## src/hw/rtl/lrucm_pkg.sv

```systemverilog
// Shared types and constants of the LRU cache miss classifier.
// Used by the result and configuration interfaces and by every module of the block; depends on nothing.
package lrucm_pkg;

    // Field and register widths
    localparam int ACTIVE_W   = 7;
    localparam int LSIZE_W    = 4;
    localparam int CLS_W      = 3;
    localparam int KEY_W      = 16;
    localparam int CFG_IDX_W  = 1;
    localparam int CFG_DATA_W = 7;

    // Configuration register indexes
    localparam logic [CFG_IDX_W-1:0] REG_ACTIVE_LINES   = 1'd0;
    localparam logic [CFG_IDX_W-1:0] REG_LINE_SIZE_LOG2 = 1'd1;

    // Register reset values and line size clamp range
    localparam logic [ACTIVE_W-1:0] ACTIVE_RESET = 7'd64;
    localparam logic [LSIZE_W-1:0]  LSIZE_RESET  = 4'd6;
    localparam logic [LSIZE_W-1:0]  LSIZE_MIN    = 4'd4;
    localparam logic [LSIZE_W-1:0]  LSIZE_MAX    = 4'd12;

    // Input action codes
    localparam logic ACTION_ACCESS = 1'b0;
    localparam logic ACTION_FLUSH  = 1'b1;

    // Result classes
    localparam logic [CLS_W-1:0] CLS_READ_HIT          = 3'd0;
    localparam logic [CLS_W-1:0] CLS_WRITE_HIT         = 3'd1;
    localparam logic [CLS_W-1:0] CLS_READ_CAPACITY     = 3'd2;
    localparam logic [CLS_W-1:0] CLS_WRITE_CAPACITY    = 3'd3;
    localparam logic [CLS_W-1:0] CLS_READ_COMPULSORY   = 3'd4;
    localparam logic [CLS_W-1:0] CLS_WRITE_COMPULSORY  = 3'd5;

    // Seen-line map: 64 bits per memory row, 1024 rows
    localparam int SEEN_BIT_W    = 6;
    localparam int SEEN_ROW_BITS = 1 << SEEN_BIT_W;
    localparam int SEEN_ADDR_W   = KEY_W - SEEN_BIT_W;
    localparam int SEEN_ROWS     = 1 << SEEN_ADDR_W;

    // Commands from the controller to the datapath
    typedef struct packed {
        logic                   capture;   // access transfer: latch key, read seen row
        logic                   look;      // tag compare, seen row write-back
        logic                   update;    // cache update and result load
        logic                   clear;     // clearing pass cycle
        logic [SEEN_ADDR_W-1:0] clear_row; // seen row cleared this cycle
    } cmd_t;

endpackage

```

## src/hw/rtl/lrucm_cfg.sv

```systemverilog
// Configuration registers with clamping of out-of-range values.
// Depends on lrucm_pkg.
module lrucm_cfg #(
    parameter int NUM_LINES = 64
) (
    input  logic                                clk,
    input  logic                                rst_n,
    input  logic                                wr_valid,
    output logic                                wr_ready,
    input  logic [lrucm_pkg::CFG_IDX_W-1:0]     wr_index,
    input  logic [lrucm_pkg::CFG_DATA_W-1:0]    wr_data,
    output logic [$clog2(NUM_LINES + 1)-1:0]    eff_active,
    output logic [lrucm_pkg::LSIZE_W-1:0]       eff_shift
);

    localparam int OCC_W = $clog2(NUM_LINES + 1);

    logic [lrucm_pkg::ACTIVE_W-1:0] active_reg, active_next;
    logic [lrucm_pkg::LSIZE_W-1:0]  lsize_reg, lsize_next;
    logic                           wr_fire;

    // Writes are always taken
    assign wr_ready = 1'b1;
    assign wr_fire  = wr_valid && wr_ready;

    // Register write decode
    always_comb
    begin
        active_next = active_reg;
        lsize_next  = lsize_reg;
        if (wr_fire) begin
            case (wr_index)
                lrucm_pkg::REG_ACTIVE_LINES:
                    active_next = wr_data[lrucm_pkg::ACTIVE_W-1:0];
                lrucm_pkg::REG_LINE_SIZE_LOG2:
                    lsize_next = wr_data[lrucm_pkg::LSIZE_W-1:0];
                default:
                begin
                    active_next = active_reg;
                    lsize_next  = lsize_reg;
                end
            endcase
        end
    end

    always_ff @(posedge clk or negedge rst_n)
    begin
        if (!rst_n) begin
            active_reg <= lrucm_pkg::ACTIVE_RESET;
            lsize_reg  <= lrucm_pkg::LSIZE_RESET;
        end else begin
            active_reg <= active_next;
            lsize_reg  <= lsize_next;
        end
    end

    // Clamp active lines to 1..NUM_LINES
    always_comb
    begin
        if (active_reg == '0)
            eff_active = OCC_W'(1);
        else if (32'(active_reg) > 32'(NUM_LINES))
            eff_active = OCC_W'(NUM_LINES);
        else
            eff_active = OCC_W'(active_reg);
    end

    // Clamp line size to the supported range
    always_comb
    begin
        if (lsize_reg < lrucm_pkg::LSIZE_MIN)
            eff_shift = lrucm_pkg::LSIZE_MIN;
        else if (lsize_reg > lrucm_pkg::LSIZE_MAX)
            eff_shift = lrucm_pkg::LSIZE_MAX;
        else
            eff_shift = lsize_reg;
    end

endmodule

```

## config.mk

```make
export PLATFORM = sky130hd
export DESIGN_NAME = lrucm_cfg
export DESIGN_NICKNAME = d
export VERILOG_FILES = /design/src/hw/rtl/lrucm_pkg.sv /design/src/hw/rtl/lrucm_cfg.sv
export SDC_FILE = /design/constraint.sdc
export NUM_CORES = 1
export LEC_CHECK = 0
export BUFFER_PORTS_ARGS = -buffer_cell sky130_fd_sc_hd__buf_4
export CAP_MARGIN = 20
export CORE_AREA = 2 2 39 41
export DETAILED_ROUTE_END_ITERATION = 8
export DIE_AREA = 0 0 41 43
export GPL_ROUTABILITY_DRIVEN = 0
export GPL_TIMING_DRIVEN = 0
export HOLD_SLACK_MARGIN = 0.15
export PLACE_DENSITY = 0.8
export SETUP_SLACK_MARGIN = 0.4
export SYNTH_ARGS = -nofsm -noshare
export SYNTH_HDL_FRONTEND = slang
export SYNTH_SLANG_ARGS = --single-unit
```

## constraint.sdc

```tcl
create_clock -name clk -period 2.3 [get_ports clk]
set_input_delay 0.345 -clock clk [delete_from_list [all_inputs] [get_ports clk]]
set_output_delay 0.345 -clock clk [all_outputs]
set_load 0.02 [all_outputs]
```

# Word-level counts from Yosys, hierarchy flattened
# Cells that the tools add are included.
dict set report word_totals {
  input_bits 11
  out_inout_bits 12
  reg_bits 11
}
dict set report classes {
  order_cmp 3
  bitwise 1
  mux 4
  reduce_logical 3
}
# op count
set op_table {}
lappend op_table {{2-to-1 mux 7 bit} 2}
lappend op_table {{2-to-1 mux 4 bit} 2}
lappend op_table {{greater-than comparator 7 bit (second input constant)} 1}
lappend op_table {{zero test 7 bit} 1}
lappend op_table {{greater-than comparator 4 bit (second input constant)} 1}
lappend op_table {{less-than comparator 4 x 3 -> 1 bit (second input constant)} 1}
lappend op_table {{AND reduction 2 bit} 2}
lappend op_table {{inverter 1 bit} 1}

# Depth between registers and ports, before layout
dict set report logic_depth {
  word_depth 3
  depth_mapped 3
  depth_no_buf 2
}

# Worst setup path before layout
# No wires, ideal clock.
dict set report synth_path {
  path_type {flip-flop to output port}
  start {reg active_reg[1] (netlist name)}
  end {out eff_active[0]}
  setup_slack_ns 0.764
  path_buffers 0
  path_stages_with_launch 3
  arrival_time_ns 1.191
  cell_sequence {dfrtp_1 -> or3_1 -> o41ai_2}
}
dict set report synth_via {
  elab_chain_len 3
  word_cells_on_any_way 4
  cone_classes {1 x order compare; 2 x mux; 1 x reduce/logical}
}
# item line
set synth_rtl {}
lappend synth_rtl {{start: declaration} lrucm_cfg.sv:18} ;# logic [lrucm_pkg::ACTIVE_W-1:0] active_reg, active_next;
lappend synth_rtl {{start signal: assignment} lrucm_cfg.sv:49} ;# active_reg <= lrucm_pkg::ACTIVE_RESET;
lappend synth_rtl {{start signal: assignment} lrucm_cfg.sv:52} ;# active_reg <= active_next;
lappend synth_rtl {{greater-than comparator 7 bit} lrucm_cfg.sv:62} ;# else if (32'(active_reg) > 32'(NUM_LINES))
lappend synth_rtl {{2-to-1 mux 7 bit} lrucm_cfg.sv:62}
lappend synth_rtl {{2-to-1 mux 7 bit (*)} lrucm_cfg.sv:60} ;# if (active_reg == '0)
lappend synth_rtl {{end: declaration} lrucm_cfg.sv:12} ;# output logic [$clog2(NUM_LINES + 1)-1:0] eff_active,
# Every way passes the cells marked *; elsewhere a longest branch is shown, timed or not.

# Worst setup path in the final report
# Ends and elaborated chain as after synthesis.

==> impl_results.md <==
- Worst Hold Endpoint: active_reg[4]
- Max_cap viols: 0
- P_leak: 0.344 nW
- Synthesized netlist cell count: 41
- R2r setup slk: 1460 ps
- Post-DR wirelength/cell: 11.7 um
- Max reg flops: 7
- Fin crit share: 78.1%
- Cell family with most CP delay: flip-flops
- Critical Path RT: 1960 ps
- R2r startpoint: active_reg[6]
- Ranking of synthesized cells by area: dfrtp_1 38%, mux2_2 23%, dfstp_2 15%
- Buf+Inv Stages, Crit Path: 1
- Post-Synth Simple-Gate Area: 13.7%
- Largest net degree at the start of global routing: 12
- Hold WS: 301 ps
- Die area: 0.00176 sq mm
- Flops & latches, synth: 11
- Initial antenna violation count: 0
- Routed Antenna Nets: 0
- Max frequency: 557 MHz
- Hold_sp: wr_data[4]
- Synthesized-area fraction occupied by adder cells: 0%
- Clock Path Buffers: 2
- CP cell instances: or3_1, o41ai_2, buf_4
- Layout cell share with drive strength beyond 1: 61.2%
- Post-Syn Area per Cell: 12.9 sq um
- CTS tree: yes
- DRT Wirelength: 973 um
- Final Core Density: 53.8%
- Slowest CP cell: dfrtp_1
- CTS HTree Levels: 1
- Global route overflow: 0
- Synth top area share: 37.7%
- Vias: 384
- RSZ-0062 raised after global routing: false
- Compound-Gate Fraction of Synth Area: 3.07%
- # DRC: 0
- Die X: 41 um
- Core Region: 0.00138 sq mm
- Worst-path clk slew: 70 ps
- Ys flop type: dfrtp_1
- Post-CTS Hold Buffers: 1
- Site Rows: 14
- Synth Net Count: 52
- Starting Density: 38.3%
- WP data arrival: 1450 ps
- Minimum clock period: 1800 ps
- Biggest cell delay along the critical path: 390 ps
- Die span in y: 43 um
- Crit-path max FO: 3
- Worst min-delay path category: in2reg
- Gr usage total: 14.5%
- Final clock skew: 0 ps
- Power per Cell Area: 757 mW/mm^2
- Top-count cell post-synth: mux2_2
- I/O pins: 23
- Part of the Yosys area used for sequential elements: 52.6%
- Yosys cell types: 14
- Final hold violations: 0
- Async SR Flop Fraction: 100%
- Status: completed
- Setup repair bufs after CTS: 0
- Buffers on Ports: 21
- Startpoint Class: flop
- Hold depth: 2
- Clock sink count: 11
- Largest family of logic cells by synthesized area: multiplexers
- Crit path capture type: output pin
- CTS buffer count: 3
- Reg2Reg Depth: 1
- Area share of xor/xnor cells in the synthesized design: 1.65%
- Antenna diodes: 0
- Synth cell count leaders: 11 x mux2_2, 8 x dfrtp_1, 6 x nor2b_1
- Synth warnings: 0
- Post-CTS Resized: 0
- Vias in the first global route: 351
- Final Slew Violations: 0
- Via density: 4.63
- Mapped cell area: 531 sq um
- First-pass GRT wire length: 1.54 mm
- DP HPWL: 745 um
- Worst-skew pair later-pin latency: 260 ps
- Iteration-0 DRC Markers: 6
- Mux share of post-synthesis cell area: 23.3%
- Post-route insts no fill: 83
- Setup violators final: 0
- Root Buffer: clkbuf_4
- Nets@finish: 79
- Synth area leader: dfrtp_1
- First-pass DRT Iterations: 2
- Fill cells: 124
- Layout area overhead: 40.3%
- Worst vdd ir: 0.000361 V
- Crit Path Class: reg2out
- Post-route setup TNS: 0 ps
- R2R Path End: active_reg[6]
- EDFF count, synth: 0
- Placed Cells: 78
power breakdown:
group / switching (mW) / internal, mW / leakage [nW]
logic: 0.0829 / 0.0973 / 0.204
registers: 0.0240 / 0.228 / 0.125
clock network: 0.0637 / 0.0672 / 0.0150
total: 0.171 / 0.393 / 0.344
cell usage in the layout (no fill, tap or decap):
cell type,n
and2_1,2
dfstp_2,3
xor2_1,1
dfrtp_1,8
dlygate4sd3_1,1
clkbuf_1,3
mux2_2,11
buf_4,22
nand2b_1,2
conb_1,1
nor2b_1,6
nand2_1,1
clkbuf_4,3
buf_6,1
or3_1,1
o41ai_2,1
cells by family after synthesis:
logic type,after synthesis
xor+xnor,1
compound gates,1
other cells,1
flops,11
simple gates,12
mux,11
buf+inv,4
routing by layer:
layer | global-route usage, % | share of wire [%] | vias to the layer above
li1 | - | - | 190
met1 | 17.5 | 36 | 173
met2 | 17.8 | 50 | 17
met3 | 5.24 | 7.8 | 4
met4 | 16.0 | 5.5 | 0
met5 | 0 | 0 | -
layout make-up:
type	count	area [sq um]	share of cell area, %
repair buffers	22	168	22.5
multi-input cells	26	225	30.3
plain buffers	4	26.3	3.53
well taps	16	20.0	2.69
clock buffers	4	26.3	3.53
flip-flops and latches	11	279	37.5
through the flow:
| step | area [sq um] | power [mW] | setup WS, ps |
|---|---|---|---|
| 6_report | 744 | 0.563 | 504 |
| 5_1_grt | 744 | 0.598 | 437 |
| 4_1_cts | 744 | 0.572 | 480 |
| 3_5_place_dp | 708 | 0.438 | 777 |
| 3_3_place_gp | 708 | 0.432 | 807 |
| 2_1_floorplan | 531 | 0.358 | 764 |
how the worst max path moves through the flow:
stage                  start            end  slack (ps)  cells past startpoint
2_1_floorplan  active_reg[1]  eff_active[0]         760                      2
3_3_place_gp   active_reg[1]  eff_active[0]         810                      3
3_5_place_dp   active_reg[1]  eff_active[0]         780                      3
4_1_cts        active_reg[1]  eff_active[0]         480                      3
5_1_grt        active_reg[1]  eff_active[0]         440                      3
6_report       active_reg[1]  eff_active[0]         500                      3
Note: power is estimated with default switching activity, not from simulation.
