[src/hw/rtl/lrucm_pkg.sv]
// Shared types and constants of the LRU cache miss classifier.
// Used by the result and configuration interfaces and by every module of the block; depends on nothing.
package lrucm_pkg;

    // Field and register widths
    localparam int ACTIVE_W   = 7;
    localparam int LSIZE_W    = 4;
    localparam int CLS_W      = 3;
    localparam int KEY_W      = 16;
    localparam int CFG_IDX_W  = 1;
    localparam int CFG_DATA_W = 7;

    // Configuration register indexes
    localparam logic [CFG_IDX_W-1:0] REG_ACTIVE_LINES   = 1'd0;
    localparam logic [CFG_IDX_W-1:0] REG_LINE_SIZE_LOG2 = 1'd1;

    // Register reset values and line size clamp range
    localparam logic [ACTIVE_W-1:0] ACTIVE_RESET = 7'd64;
    localparam logic [LSIZE_W-1:0]  LSIZE_RESET  = 4'd6;
    localparam logic [LSIZE_W-1:0]  LSIZE_MIN    = 4'd4;
    localparam logic [LSIZE_W-1:0]  LSIZE_MAX    = 4'd12;

    // Input action codes
    localparam logic ACTION_ACCESS = 1'b0;
    localparam logic ACTION_FLUSH  = 1'b1;

    // Result classes
    localparam logic [CLS_W-1:0] CLS_READ_HIT          = 3'd0;
    localparam logic [CLS_W-1:0] CLS_WRITE_HIT         = 3'd1;
    localparam logic [CLS_W-1:0] CLS_READ_CAPACITY     = 3'd2;
    localparam logic [CLS_W-1:0] CLS_WRITE_CAPACITY    = 3'd3;
    localparam logic [CLS_W-1:0] CLS_READ_COMPULSORY   = 3'd4;
    localparam logic [CLS_W-1:0] CLS_WRITE_COMPULSORY  = 3'd5;

    // Seen-line map: 64 bits per memory row, 1024 rows
    localparam int SEEN_BIT_W    = 6;
    localparam int SEEN_ROW_BITS = 1 << SEEN_BIT_W;
    localparam int SEEN_ADDR_W   = KEY_W - SEEN_BIT_W;
    localparam int SEEN_ROWS     = 1 << SEEN_ADDR_W;

    // Commands from the controller to the datapath
    typedef struct packed {
        logic                   capture;   // access transfer: latch key, read seen row
        logic                   look;      // tag compare, seen row write-back
        logic                   update;    // cache update and result load
        logic                   clear;     // clearing pass cycle
        logic [SEEN_ADDR_W-1:0] clear_row; // seen row cleared this cycle
    } cmd_t;

endpackage

[src/hw/rtl/lrucm_ctrl.sv]
// Controller: sequences clearing pass, lookup and update, owns result valid.
// Depends on lrucm_pkg (cmd_t, action codes, seen map size).
module lrucm_ctrl (
    input  logic              clk,
    input  logic              rst_n,
    input  logic              in_valid,
    input  logic              in_action,
    output logic              in_ready,
    output logic              out_valid,
    input  logic              out_ready,
    output lrucm_pkg::cmd_t   cmd
);

    localparam logic [1:0] S_CLEAR  = 2'd0;
    localparam logic [1:0] S_IDLE   = 2'd1;
    localparam logic [1:0] S_LOOK   = 2'd2;
    localparam logic [1:0] S_UPDATE = 2'd3;

    localparam int ROW_W = lrucm_pkg::SEEN_ADDR_W;

    logic [1:0]       state_reg, state_next;
    logic [ROW_W-1:0] row_reg, row_next;
    logic             out_valid_reg, out_valid_next;
    logic             out_free;
    logic             accept;

    // Result slot can be loaded when empty or being taken
    assign out_free  = !out_valid_reg || out_ready;
    assign in_ready  = (state_reg == S_IDLE) || ((state_reg == S_UPDATE) && out_free);
    assign accept    = in_valid && in_ready;
    assign out_valid = out_valid_reg;

    // Next state and commands
    always_comb
    begin
        state_next    = state_reg;
        row_next      = row_reg;
        cmd           = '0;
        cmd.clear_row = row_reg;
        cmd.capture   = accept && (in_action == lrucm_pkg::ACTION_ACCESS);
        case (state_reg)
            S_CLEAR:
            begin
                cmd.clear = 1'b1;
                row_next  = row_reg + ROW_W'(1);
                if (row_reg == ROW_W'(lrucm_pkg::SEEN_ROWS - 1))
                    state_next = S_IDLE;
            end
            S_IDLE:
            begin
                if (accept)
                    state_next = (in_action == lrucm_pkg::ACTION_FLUSH) ? S_CLEAR : S_LOOK;
            end
            S_LOOK:
            begin
                cmd.look   = 1'b1;
                state_next = S_UPDATE;
            end
            S_UPDATE:
            begin
                if (out_free) begin
                    cmd.update = 1'b1;
                    if (!accept)
                        state_next = S_IDLE;
                    else if (in_action == lrucm_pkg::ACTION_FLUSH)
                        state_next = S_CLEAR;
                    else
                        state_next = S_LOOK;
                end
            end
            default:
            begin
                state_next = S_CLEAR;
            end
        endcase
    end

    // Result valid: set on load, dropped when taken
    always_comb
    begin
        if (cmd.update)
            out_valid_next = 1'b1;
        else if (out_ready)
            out_valid_next = 1'b0;
        else
            out_valid_next = out_valid_reg;
    end

    always_ff @(posedge clk or negedge rst_n)
    begin
        if (!rst_n) begin
            state_reg     <= S_CLEAR;
            row_reg       <= '0;
            out_valid_reg <= 1'b0;
        end else begin
            state_reg     <= state_next;
            row_reg       <= row_next;
            out_valid_reg <= out_valid_next;
        end
    end

    // Lookup always moves on to update
    a_look_then_update: assert property (@(posedge clk) disable iff (!rst_n)
        (state_reg == S_LOOK) |=> (state_reg == S_UPDATE))
        else $error("lookup not followed by update");

    // Every update presents a result
    a_update_gives_result: assert property (@(posedge clk) disable iff (!rst_n)
        cmd.update |=> out_valid_reg)
        else $error("update without result");

endmodule

[config.mk]
export PLATFORM = sky130hd
export DESIGN_NAME = lrucm_ctrl
export DESIGN_NICKNAME = d
export VERILOG_FILES = /design/src/hw/rtl/lrucm_pkg.sv /design/src/hw/rtl/lrucm_ctrl.sv
export SDC_FILE = /design/constraint.sdc
export NUM_CORES = 1
export LEC_CHECK = 0
export BUFFER_PORTS_ARGS = -buffer_cell sky130_fd_sc_hd__buf_2
export CAP_MARGIN = 20
export CORE_UTILIZATION = 47
export CTS_BUF_LIST = sky130_fd_sc_hd__clkbuf_16
export DETAILED_ROUTE_END_ITERATION = 8
export GPL_ROUTABILITY_DRIVEN = 0
export PLACE_DENSITY = 0.75
export SYNTH_ARGS = -nofsm -noshare
export SYNTH_HDL_FRONTEND = slang
export SYNTH_SLANG_ARGS = --single-unit
[constraint.sdc]
create_clock -name clk -period 1.25 [get_ports clk]
set_input_delay 0.0625 -clock clk [delete_from_list [all_inputs] [get_ports clk]]
set_output_delay 0.0625 -clock clk [all_outputs]
set_load 0.02 [all_outputs]
== Word level (Yosys, flattened, before mapping) ==
Index checks and enable logic that the tools add are counted.
Widths: inputs -> output; s select.

* Add/sub/neg operators: 1
* Equal/unequal tests: 7
* Multiplexer cells: 12
* Bitwise gates (word level): 1
* Reductions and logical operators: 9

{| class="wikitable"
|+ Operator list
! kind !! count
|-
| $add 10x1->10 const B || 1
|-
| $eq 10x10->1 const B || 1
|-
| $mux 2 || 5
|-
| $pmux 2 s4 || 1
|-
| $mux 1 || 6
|-
| $ne 2x2->1 const B || 3
|-
| $eq 2x2->1 const B || 2
|-
| $logic_and 1x1->1 || 3
|-
| $reduce_and 3->1 || 1
|-
| $eq 2x1->1 const B || 1
|-
| $logic_not 2->1 || 1
|-
| $logic_or 1x1->1 || 2
|-
| $reduce_bool 2->1 || 1
|-
| $logic_not 1->1 || 1
|-
| $not 1->1 || 1
|}

* Register bits: 13
* Input port bits: 5
* Output and inout bits: 16
* Word-level logic and storage cells: 33

== Logic depth before layout (Yosys ltp) ==
* Depth in word-level cells: 8
* Depth in mapped cells: 3
* Depth with buffers taken out: 3

== Worst setup path before layout ==
Ideal clock, no wire load.

* Path kind: reg-to-reg
* Start point: register row_reg[0]
* End point: register row_reg[4]
* Setup time: 0.133 ns
* Data arrival time: 1.062 ns
* Required time: 1.117 ns
* Slack: 0.055 ns
* Cell stages (with the launch flop): 4
* Buffers on the path: 0
* Period minus slack after synthesis: 1.195 ns
* Cells stage by stage: dfrtp_1 -> ha_1 -> nand4_1 -> xnor2_1

* Word-level cells in the longest chain between the ends: 1

{| class="wikitable"
|+ Ends and longest elaborated chain
! what !! RTL line !! source
|-
| from (decl) || lrucm_ctrl.sv:22 || <nowiki>logic [ROW_W-1:0] row_reg, row_next;</nowiki>
|-
| from (signal assigned) || lrucm_ctrl.sv:97 || <nowiki>row_reg <= row_next;</nowiki>
|-
| $add 10x1->10 || lrucm_ctrl.sv:45 || <nowiki>row_next = row_reg + ROW_W'(1);</nowiki>
|}

No other way between the ends.
A chain may end at the register's enable or synchronous reset.

==> qor.csv <==
metric,value,unit
Yosys cell types,22,
via count,476,
clk_skew,0.862,ps
fmax,0.837,GHz
crit start category,register,
count of clock tree sinks,13,
worst-path maximum fanout,8,
hold crit path type,primary input to register,
max-slew violations,0,
Post-route DRC,0,
die width,38.9,um
post-route ant nets,0,
vias per cell,5.17,
post-route core utilization,71.7,%
Setup crit end kind,output port,
grt ovf,0,
Flop pwr share,34.2,%
Rows,12,
Clock Root Buffer,clkbuf_16,
Final Cycle Share,95.5,%
Vert. Die Dim,38.9,um
Pre-antenna DRT Iters,4,
Max-Cap Viols,0,
Int Power,1.44,mW
Logic pwr share,41.6,%
XOR/XNOR Fraction of Synth Area,12.3,%
Post-Synth Adder-Cell Area,1.95,%
PortBufs,20,
Period minus WS final,1190,ps
unrepaired setup endpoints after global routing,false,
HPWL after DPL,853,um
global-route wire length before repair,2.03,mm
layout cells sized above 1,42.3,%
vias in the first global route,448,
"most common cell after layout, fill and taps aside",buf_2,
Slew HR,80.4,%
synthesized net count,59,
Clock Latency Late Sink,240,ps
clock power share,24.2,%
mux cell area share after synthesis,1.76,%
total die area,1510,um2
Sw Ratio,41.2,%
largest family of logic cells by synthesized area,simple AND/OR/NAND/NOR gates,
max reg flops,10,
"Primary FF master, synth",dfrtp_1,
setup bufs post-CTS,0,
Yosys top cell by area,dfrtp_1,
Leak,0.426,nW
drt total wl,1.23,mm
"commonest cells after routing, fill and taps aside","buf_2, dfrtp_1, nand4_1, xnor2_1",
Initial Utilization,54.0,%
"critical path, cell by cell","nor2_4, buf_2",
final number of setup-violating endpoints,0,
H-tree depth,1,
max incr delay on CP,450,ps
switching power,1.00,mW
Final Hold Viols,0,
Worst VDD drop,1.86,mV
Least-Margin Pin Slew,294,ps
DR WL/cell,13.4,um
CP max-delay cell,dfrtp_1,
initial antenna violation count,0,
number of synthesis warnings,0,
Yosys top cell area share,50.8,%
synthesized instance count,53,
pin count of the biggest net entering global routing,14,
Tot GR Track Use,21.1,%
number of synthesized flops with an enable pin,0,
post-synthesis compound-gate area fraction,3.71,%
Finished Layout Cells,92,
final setup TNS,0,ps
Num CTS Buffers,3,
asr flop ratio synth,100,%
synthesis-to-layout area growth,32.8,%
starting DRC count in detailed routing,10,
synthesized cell area,641,um2
Mean Syn Cell Area,12.1,um2
Nets,85,
post-synthesis simple-gate area fraction,27.7,%
status,"complete, no violations",
Clock Path Buffers,2,
Setup CP Type,register to output port,
I/O Pins,21,
diode count,0,
Yosys reg bits,13,
"Clk pin slew, worst setup/hold paths",40,ps
Synth area leaders,"dfrtp_1, xnor2_1, nand4_1",
Critical Path RT,1190,ps
dpl cells,87,
core area,1190,um2
sequential area share after synthesis,50.8,%
CTS tree,done,
pwr dens,2870,nW/um2
Crit path arrival time,1130,ps
[path summary, 6_finish.rpt]
check / startpoint / end / slack, ps / cells after the start
hold / removal: in_valid / state_reg[0] / 70 / 2
setup reg to reg: row_reg[0] / row_reg[6] / 70 / 3
max in group asynchronous: rst_n / state_reg[0] / 760 / 2
setup / recovery: state_reg[1] / cmd[10] / 60 / 2
min in group asynchronous: rst_n / row_reg[2] / 240 / 2
hold reg to reg: row_reg[8] / row_reg[8] / 490 / 1
[cell type report]
class                   instances  area, um2
clock buffers                   3       75.1
flip-flops and latches         13        327
well taps                      14       17.5
fillers                        86        335
multi-input cells              38        307
clock inverters                 1       3.75
repair buffers                 22        118
inverters                       1       3.75
[repair_timing]
action                                  in CTS  in global routing
resized for setup                            0                  2
endpoints found under the hold margin       13                  0
endpoints found under the setup margin       0                  2
hold buffers                                 1                  0
[power groups by stage]
| stage | clock [mW] | sequential (mW) | combinational [mW] |
|---|---|---|---|
| after detailed placement | 0 | 0.831 | 0.995 |
| after global placement | 0 | 0.824 | 0.978 |
| after global routing | 0.618 | 0.859 | 1.10 |
| after CTS | 0.596 | 0.833 | 1.02 |
| after floorplan | 0 | 0.971 | 0.543 |
| final | 0.590 | 0.833 | 1.02 |
[per-layer routing]
layer	share of wire, %	up-vias	track usage, %
met5	0	-	0
met4	0.97	0	10.3
met3	3.8	2	6.94
met2	49	14	33.3
met1	47	221	25.6
li1	-	239	-
[cells by family after synthesis]
group,Yosys count
flops,13
simple gates,23
fa+ha+maj,1
compound gates,4
buf+inv,2
xor+xnor,9
mux,1
[Yosys cell counts, types with 2 or more instances]
cell and number:
nor3_2 2, dfrtp_1 13, xnor2_1 5, nand2_1 4, xor2_1 4, nor2_1 2
a21oi_1 2, and3_1 2, nand4_1 6
[metrics by stage]
step                      setup slack [ps]  power [mW]  hold WS [ps]  cell area (um2)
after floorplan                       55.2        1.51          -233              641
after global placement                 100        1.80         -38.6              758
after detailed placement              62.9        1.83         -35.8              758
after CTS                             37.4        2.45          79.2              847
after global routing                  8.98        2.58          88.7              851
final                                 55.8        2.44          71.1              851
[worst max-delay path, delay by kind of cell, from the launching register on]
kind	cells	cell delay, ps
buffers and inverters	1	210
AND/OR/NAND/NOR	1	220
flip-flops	1	450
Note: power is estimated with default switching activity, not from simulation.
